$ cat config.mk
export PLATFORM = sky130hd
export DESIGN_NAME = cbpt_norm
export DESIGN_NICKNAME = d
export VERILOG_FILES = /design/src/hw/rtl/cbpt_pkg.sv /design/src/hw/rtl/cbpt_norm.sv
export SDC_FILE = /design/constraint.sdc
export NUM_CORES = 2
export LEC_CHECK = 0
export BUFFER_PORTS_ARGS = -buffer_cell sky130_fd_sc_hd__buf_2
export CAP_MARGIN = 20
export CORE_UTILIZATION = 35
export DETAILED_ROUTE_END_ITERATION = 12
export PLACE_DENSITY = 0.55
export SYNTH_ARGS = -nofsm -noshare
export SYNTH_HDL_FRONTEND = slang
export SYNTH_SLANG_ARGS = --single-unit
$ cat constraint.sdc
create_clock -name clk -period 17.67 [get_ports clk]
set_input_delay 0.8835 -clock clk [delete_from_list [all_inputs] [get_ports clk]]
set_output_delay 0.8835 -clock clk [all_outputs]
set_load 0.005 [all_outputs]
$ cat src/hw/rtl/cbpt_pkg.sv
`default_nettype none
// ----------------------------------------------------------------------------
// cbpt_pkg
// Shared types, constants and the fixed-point lerp for the Bezier evaluator.
// ----------------------------------------------------------------------------
package cbpt_pkg;

    localparam int unsigned T_W      = 17;
    localparam int unsigned CRD_W    = 32;
    localparam int unsigned DIR_W    = 33;
    localparam int unsigned CFG_W    = 64;
    localparam int unsigned IDX_W    = 3;
    localparam int unsigned ROOT_W   = 32;
    localparam int unsigned SQ_W     = 64;
    localparam int unsigned MAG_W    = 31;
    localparam int unsigned NUM_W    = 63;
    localparam int unsigned QUO_W    = 32;

    localparam logic [T_W-1:0] T_ONE = 17'h10000;
    localparam logic [QUO_W-1:0] UNIT_ONE = 32'h4000_0000;

    typedef enum logic [IDX_W-1:0] {
        REG_START_POINT    = 3'd0,
        REG_FIRST_CONTROL  = 3'd1,
        REG_SECOND_CONTROL = 3'd2,
        REG_END_POINT      = 3'd3,
        REG_LINEAR_MODE    = 3'd4
    } cbpt_reg_idx_t;

    // data that rides alongside the tangent math
    typedef struct packed {
        logic                    zero;
        logic                    neg_x;
        logic                    neg_y;
        logic signed [CRD_W-1:0] px;
        logic signed [CRD_W-1:0] py;
    } cbpt_side_t;

    // a + floor(((b-a)*t + 32768) / 65536); result stays between a and b for t up to 1.0
    function automatic logic signed [CRD_W-1:0] lerp16(
        input logic signed [CRD_W-1:0] a,
        input logic signed [CRD_W-1:0] b,
        input logic [T_W-1:0]          t
    );
        logic signed [DIR_W-1:0] d;
        logic signed [50:0]      p;
        logic signed [50:0]      q;
        d = {b[CRD_W-1], b} - {a[CRD_W-1], a};
        p = d * $signed({1'b0, t});
        p = p + 51'sd32768;
        q = p >>> 16;
        return a + q[CRD_W-1:0];
    endfunction

endpackage
`default_nettype wire

$ cat src/hw/rtl/cbpt_norm.sv
`default_nettype none
// ----------------------------------------------------------------------------
// cbpt_norm
// Magnitudes, range normalization and sum of squares, four stages.
// ----------------------------------------------------------------------------
module cbpt_norm (
    input  wire logic                                 clk,
    input  wire logic                                 rst_n,
    input  wire logic                                 in_valid,
    input  wire logic signed [cbpt_pkg::CRD_W-1:0]    in_px,
    input  wire logic signed [cbpt_pkg::CRD_W-1:0]    in_py,
    input  wire logic signed [cbpt_pkg::DIR_W-1:0]    in_dx,
    input  wire logic signed [cbpt_pkg::DIR_W-1:0]    in_dy,
    output logic                                      out_valid,
    output cbpt_pkg::cbpt_side_t                      out_side,
    output logic [cbpt_pkg::MAG_W-1:0]                out_ax,
    output logic [cbpt_pkg::MAG_W-1:0]                out_ay,
    output logic [cbpt_pkg::SQ_W-1:0]                 out_sum
);
    import cbpt_pkg::*;

    logic [3:0]          valid_reg;
    cbpt_side_t          side1_reg, side2_reg, side3_reg, side4_reg;
    logic [CRD_W-1:0]    ax1_reg, ay1_reg;
    logic [4:0]          sh1_reg;
    logic                down1_reg;
    logic [MAG_W-1:0]    ax2_reg, ay2_reg, ax3_reg, ay3_reg, ax4_reg, ay4_reg;
    logic [61:0]         sqx3_reg, sqy3_reg;
    logic [SQ_W-1:0]     sum4_reg;

    logic [DIR_W-1:0]    abs_x, abs_y;
    logic [CRD_W-1:0]    mag;
    logic [5:0]          lz;
    logic [4:0]          sh;
    logic [CRD_W-1:0]    shx, shy;

    always_comb
    begin
        abs_x = in_dx[DIR_W-1] ? DIR_W'(-in_dx) : DIR_W'(in_dx);
        abs_y = in_dy[DIR_W-1] ? DIR_W'(-in_dy) : DIR_W'(in_dy);
        mag   = (abs_x[CRD_W-1:0] > abs_y[CRD_W-1:0]) ? abs_x[CRD_W-1:0] : abs_y[CRD_W-1:0];
        lz    = 6'd32;
        for (int i = 0; i < CRD_W; i++)
        begin
            if (mag[i])
            begin
                lz = 6'(CRD_W - 1 - i);
            end
        end
        // bring the top bit to position 30
        sh = (lz >= 6'd2 && lz <= 6'd31) ? 5'(lz - 6'd1) : 5'd0;
    end

    always_comb
    begin
        shx = down1_reg ? (ax1_reg >> 1) : (ax1_reg << sh1_reg);
        shy = down1_reg ? (ay1_reg >> 1) : (ay1_reg << sh1_reg);
    end

    always_ff @(posedge clk or negedge rst_n)
    begin
        if (!rst_n)
        begin
            valid_reg <= '0;
        end
        else
        begin
            valid_reg <= {valid_reg[2:0], in_valid};
        end
    end

    always_ff @(posedge clk)
    begin
        side1_reg.zero  <= (mag == '0);
        side1_reg.neg_x <= in_dx[DIR_W-1];
        side1_reg.neg_y <= in_dy[DIR_W-1];
        side1_reg.px    <= in_px;
        side1_reg.py    <= in_py;
        ax1_reg         <= abs_x[CRD_W-1:0];
        ay1_reg         <= abs_y[CRD_W-1:0];
        sh1_reg         <= sh;
        down1_reg       <= mag[CRD_W-1];

        side2_reg <= side1_reg;
        ax2_reg   <= shx[MAG_W-1:0];
        ay2_reg   <= shy[MAG_W-1:0];

        side3_reg <= side2_reg;
        ax3_reg   <= ax2_reg;
        ay3_reg   <= ay2_reg;
        sqx3_reg  <= ax2_reg * ax2_reg;
        sqy3_reg  <= ay2_reg * ay2_reg;

        side4_reg <= side3_reg;
        ax4_reg   <= ax3_reg;
        ay4_reg   <= ay3_reg;
        sum4_reg  <= SQ_W'(sqx3_reg) + SQ_W'(sqy3_reg);
    end

    assign out_valid = valid_reg[3];
    assign out_side  = side4_reg;
    assign out_ax    = ax4_reg;
    assign out_ay    = ay4_reg;
    assign out_sum   = sum4_reg;

endmodule
`default_nettype wire

# Yosys cells after proc, flatten, opt, wreduce, memory -nomap -nowiden
# Cells that the tools add are included.
# word_totals
ff_bits,715
latchBits,0
mem_bits_rw,0
mem_bits_ro,0
input_bits,133
out_inout_bits,194
elab_cells,84
n_memories,0
# op_classes
addsub,4
mul,2
div_mod_pow,0
order_cmp,3
n_eq_ne,0
shifts,2
muxes,37
bitwise,0
reduce_logical,2
# op_table
op,n
$mux 6,32
$mul 31x31->62,2
$mux 32,3
$neg 32->32,2
$shl 32x5->31,2
$add 62x62->63,1
$mux 31,2
$gt 32x32->1,1
$logic_not 32->1,1
$ge 6x2->1 const B,1
$le 6x5->1 const B,1
$sub 5x1->5 const B,1
$logic_and 1x1->1,1

# Logic depth before layout (Yosys ltp)
# logic_depth
ltp_word,38
depth_mapped,31
mapped_depth_nobuf,29

# Worst setup path before layout
# No wires, ideal clock.
# synth_timing
path_type,register -> register
start,reg ay2_reg[13]
end,reg sqy3_reg[58]
arrival_ns,7.669
slack_ns,9.938
path_stages_with_launch,30
n_path_buf,2
synth_period_minus_slack_ns,7.732
path_cell_list,dfxtp_1 -> clkbuf_1 -> clkbuf_1 -> nand2_1 -> fa_1 -> inv_1 -> fa_1 -> inv_1 -> fa_1 -> inv_1 -> fa_1 -> inv_1 -> fa_1 -> fa_1 -> inv_1 -> fa_1 -> inv_1 -> fa_1 -> inv_1 -> ha_1 -> a21oi_1 -> o21ai_0 -> a221oi_1 -> a21oi_1 -> o21ai_0 -> a211oi_1 -> o311ai_0 -> a21oi_1 -> or4_1 -> nand4_1
# synth_between
elab_chain_len,1
# synth_lines
element,line,rtl
from (decl),cbpt_norm.sv:27,"logic [MAG_W-1:0] ax2_reg, ay2_reg, ax3_reg, ay3_reg, ax4_reg, ay4_reg;"
from (signal assigned),cbpt_norm.sv:86,ay2_reg <= shy[MAG_W-1:0];
$mul 31x31->62,cbpt_norm.sv:92,sqy3_reg <= ay2_reg * ay2_reg;
to (signal assigned),cbpt_norm.sv:92,
to (decl),cbpt_norm.sv:28,"logic [61:0] sqx3_reg, sqy3_reg;"
# Every way passes these cells.
# A chain may end at the register's enable or synchronous reset.

# Worst setup path after layout
# layout_timing
start,reg ay2_reg[6]
end,reg sqy3_reg[60]
# Same word-level chain as after synthesis.

==> load_flow_metrics.sql <==
INSERT INTO impl_metrics (metric_group, metric, value, unit) VALUES
('run_status', 'status', 'finished, final reports clean', ''),
('timing', 'max_freq', '106.5', 'MHz'),
('clock_network', 'clock_tree.root_cell', 'sky130_fd_sc_hd__clkbuf_16', ''),
('die', 'rows', '173', ''),
('synthesis', 'synth_cell_type_count', '97', ''),
('timing', 'fin_crit_sh', '0.5313', ''),
('die', 'die_width', '475.8', 'µm'),
('timing', 'setup-violations-final', '0', ''),
('timing', 'clock-skew-final', '0.05309', 'ns'),
('synthesis', 'ffs_latches_synth', '711', ''),
('critical_path', 'timing.rr.end', 'sqy3_reg[60]', ''),
('clock_network', 'numCtsBuffers', '83', ''),
('critical_path', 'crit_path_start_kind', 'flop', ''),
('placement', 'hpwl_dp', '175200', 'µm'),
('layout', 'fillCellCount', '22210', ''),
('synthesis', 'synth.top_cells.by_area', 'sky130_fd_sc_hd__fa_1 38%, sky130_fd_sc_hd__dfxtp_1 18%, sky130_fd_sc_hd__ha_1 9.9%', ''),
('placement', 'gp_congestion', '0.9266', ''),
('critical_path', 'data_required_time_of_the_worst_path', '18.33', 'ns'),
('hold_path', 'holdPathEnd', 'side1_reg[55]', ''),
('timing', 'final_period_minus_worst_setup_slack', '9.387', 'ns'),
('hold_path', 'worst_hold_path_type', 'in -> reg', ''),
('critical_path', 'worst-path-max-fanout', '25', ''),
('placement', 'dpl_worst_slack', '8.432', 'ns'),
('grt', 'global_route.usage.met3', '0.02596', ''),
('layout', 'layout_commonest_cell', 'sky130_fd_sc_hd__inv_1', ''),
('clock_network', 'cts.path.max_buffers', '3', ''),
('critical_path', 'setup.worst_path.start', 'ay2_reg[6]', ''),
('clock_network', 'clock_latency', '0.75', 'ns'),
('layout', 'syn2layout_area_growth', '9.883', '%'),
('clock_network', 'cts_num_sinks', '711', ''),
('grt', 'globalRoute.busiestLayer', 'met2', ''),
('drt', 'route.detailed.wl_per_inst', '19.83', 'µm'),
('grt', 'initial_antenna_violation_count', '22', ''),
('synthesis', 'synth.yosys.seq_area_share', '0.1814', ''),
('hold_path', 'min_from', 'in_px[23]', ''),
('synthesis', 'post_synth.cell_area_avg', '9.824', 'µm²'),
('layout', 'drive_gt1_frac', '0.08289', ''),
('clock_network', 'number_of_setup_buffers_added_after_cts', '0', ''),
('critical_path', 'critical_path_class', 'reg -> reg', ''),
('drt', 'drt_first_pass_iters', '5', ''),
('clock_network', 'tritoncts', 'yes', ''),
('timing', 'rsz0062_at_grt', 'no', ''),
('synthesis', 'async_flop_share', '0.005626', ''),
('critical_path', 'reg2reg_from', 'ay2_reg[6]', ''),
('clock_network', 'cts_max_level', '3', ''),
('critical_path', 'reg2reg_depth', '26', ''),
('layout', 'layout.cells.most_common_list', '1923 x sky130_fd_sc_hd__inv_1, 1500 x sky130_fd_sc_hd__fa_1, 701 x sky130_fd_sc_hd__dfxtp_1', ''),
('timing', 'final_worst_slack', '8.283', 'ns'),
('die', 'floorplan.initialDensity', '0.3528', ''),
('layout', 'fin_nets', '10460', ''),
('job', 'cap_violations', '0', ''),
('drt', 'route.final.wire_length', '223200', 'µm'),
('grt', 'global_route.overflow_total', '0', ''),
('grt', 'grt_pass1_wl', '347600', 'µm'),
('timing', 'worst_slew_margin_rel', '0.3214', ''),
('grt', 'via_count_of_the_first_global_routing_pass', '59960', ''),
('grt', 'grt.total_usage', '0.2018', ''),
('grt', 'groute.layer.met1.usage', '0.2593', ''),
('synthesis', 'ys.warnings.count', '0', ''),
('critical_path', 'worst-endpoint-arrival', '10.05', 'ns'),
('critical_path', 'crit_path_end_kind', 'flop', ''),
('synthesis', 'synth_largest_type_area_fraction', '0.3821', ''),
('grt', 'grtUsageMet2', '0.3367', ''),
('grt', 'grt_max_degree', '87', ''),
('drt', 'routed-via-count', '55040', ''),
('synthesis', 'synthesis.nets', '10260', ''),
('critical_path', 'reg2reg_slack', '8.28', 'ns'),
('drt', 'drt_drc_violations_left', '0', ''),
('timing', 'finalSetupTns', '0', 'ns'),
('timing', 'slew_of_the_pin_with_the_lowest_slew_margin', '1.005', 'ns'),
('placement', 'buffer_ports.inserted', '325', '');
## per-stage QoR
| step | std cells | cell area [µm²] | hold WS (ns) | utilization |
|---|---|---|---|---|
| after global routing | 11250 | 86340 | 0.2000 | 0.3876 |
| after detailed placement | 11090 | 83390 | 0.3121 | 0.3744 |
| after floorplan | 7999 | 78580 | 0.3096 | - |
| after global placement | 11090 | 83390 | 0.3095 | 0.3744 |
| after CTS | 11240 | 86320 | 0.1641 | 0.3875 |
| final | 11250 | 86350 | 0.2570 | 0.3877 |
## per-layer routing
metal	vias up	wire [µm]
met5	-	0
met4	0	10800
met3	312	12390
met2	1656	106900
met1	28140	93110
li1	24930	-
## worst max-delay path by stage
stage | end | slack [ns]
6_report | sqy3_reg[60] | 8.28
5_1_grt | sqy3_reg[60] | 7.73
4_1_cts | sqy3_reg[60] | 8.35
3_5_place_dp | sqy3_reg[60] | 8.43
3_3_place_gp | sqy3_reg[58] | 8.56
2_1_floorplan | sqy3_reg[58] | 9.94
## timing repair
action,CTS,global route
resized for setup,0,0
hold endpoints to repair,4,0
hold buffers,1,0
setup endpoints to repair,0,0
## Yosys cell counts (9+ instances only)
| cell | number |
|---|---|
| sky130_fd_sc_hd__o21ai_0 | 164 |
| sky130_fd_sc_hd__a21oi_1 | 219 |
| sky130_fd_sc_hd__nor2b_1 | 65 |
| sky130_fd_sc_hd__buf_1 | 12 |
| sky130_fd_sc_hd__clkinv_1 | 9 |
| sky130_fd_sc_hd__or3_1 | 25 |
| sky130_fd_sc_hd__mux2i_1 | 55 |
| sky130_fd_sc_hd__nand2b_1 | 28 |
| sky130_fd_sc_hd__xor2_1 | 78 |
| sky130_fd_sc_hd__dfxtp_1 | 707 |
| sky130_fd_sc_hd__nor2_1 | 321 |
| sky130_fd_sc_hd__nand4_1 | 37 |
| sky130_fd_sc_hd__ha_1 | 623 |
| sky130_fd_sc_hd__and3_1 | 25 |
| sky130_fd_sc_hd__mux4_2 | 49 |
| sky130_fd_sc_hd__a22o_1 | 26 |
| sky130_fd_sc_hd__nor4_1 | 18 |
| sky130_fd_sc_hd__nand2_1 | 625 |
| sky130_fd_sc_hd__a22oi_1 | 10 |
| sky130_fd_sc_hd__o21a_1 | 25 |
| sky130_fd_sc_hd__nor3_1 | 58 |
| sky130_fd_sc_hd__o211ai_1 | 22 |
| sky130_fd_sc_hd__a32oi_1 | 9 |
| sky130_fd_sc_hd__o41ai_1 | 17 |
| sky130_fd_sc_hd__o21bai_1 | 19 |
| sky130_fd_sc_hd__o31ai_1 | 34 |
| sky130_fd_sc_hd__a21boi_0 | 10 |
| sky130_fd_sc_hd__nand3_1 | 70 |
| sky130_fd_sc_hd__xnor2_1 | 159 |
| sky130_fd_sc_hd__or2_2 | 20 |
| sky130_fd_sc_hd__a211oi_1 | 68 |
| sky130_fd_sc_hd__buf_2 | 9 |
| sky130_fd_sc_hd__a31oi_1 | 20 |
| sky130_fd_sc_hd__o22ai_1 | 9 |
| sky130_fd_sc_hd__and2_1 | 366 |
| sky130_fd_sc_hd__mux2_2 | 27 |
| sky130_fd_sc_hd__fa_1 | 1500 |
| sky130_fd_sc_hd__inv_1 | 1923 |
| sky130_fd_sc_hd__a21o_1 | 97 |
| sky130_fd_sc_hd__o311ai_0 | 10 |
| sky130_fd_sc_hd__clkbuf_1 | 259 |
## final cells by class
class	instances	area, µm²	share of cell area
well taps	2975	3722	0.04311
multi-input cells	5062	55930	0.6477
clock inverters	42	616.8	0.007143
inverters	1940	7282	0.08433
diodes	13	32.53	0.0003767
flip-flops and latches	711	14260	0.1652
repair buffers	401	2200	0.02547
clock buffers	108	2301	0.02665
## cell families (layout without fill, tap and decap cells)
group | Yosys count | in the layout | share of synthesized area
and+or+nand+nor | 1715 | 1715 | 0.1063
muxes | 131 | 131 | 0.02492
other | 1 | 14 | 0.00004772
xor gates and xnor gates | 238 | 238 | 0.02662
buffers and inverters | 2226 | 2491 | 0.1069
AOI/OAI and AO/OA | 854 | 854 | 0.07251
adders and majority gates | 2123 | 2123 | 0.4813
DFF | 711 | 711 | 0.1814
## worst max-delay path, stage by stage (launching register included)
cell and delay, ns:
sky130_fd_sc_hd__dfxtp_1 0.31, sky130_fd_sc_hd__buf_4 0.38, sky130_fd_sc_hd__clkinv_1 0.52, sky130_fd_sc_hd__nor2_1 0.35, sky130_fd_sc_hd__inv_1 0.10, sky130_fd_sc_hd__fa_1 0.54, sky130_fd_sc_hd__inv_1 0.05, sky130_fd_sc_hd__fa_1 0.41
sky130_fd_sc_hd__fa_1 0.45, sky130_fd_sc_hd__fa_1 0.52, sky130_fd_sc_hd__inv_1 0.05, sky130_fd_sc_hd__fa_1 0.48, sky130_fd_sc_hd__fa_1 0.45, sky130_fd_sc_hd__fa_1 0.42, sky130_fd_sc_hd__fa_1 0.51, sky130_fd_sc_hd__inv_1 0.05
sky130_fd_sc_hd__ha_1 0.34, sky130_fd_sc_hd__a211oi_1 0.23, sky130_fd_sc_hd__nand3_1 0.13, sky130_fd_sc_hd__a211oi_1 0.65, sky130_fd_sc_hd__o31ai_1 0.23, sky130_fd_sc_hd__o21ai_0 0.55, sky130_fd_sc_hd__a211oi_1 0.26, sky130_fd_sc_hd__o311ai_0 0.48
sky130_fd_sc_hd__a21oi_1 0.24, sky130_fd_sc_hd__a311oi_1 0.38, sky130_fd_sc_hd__xnor2_1 0.17
Power is not shown: default switching activity piles up to over one toggle a cycle in this logic, so the estimate is an artifact.
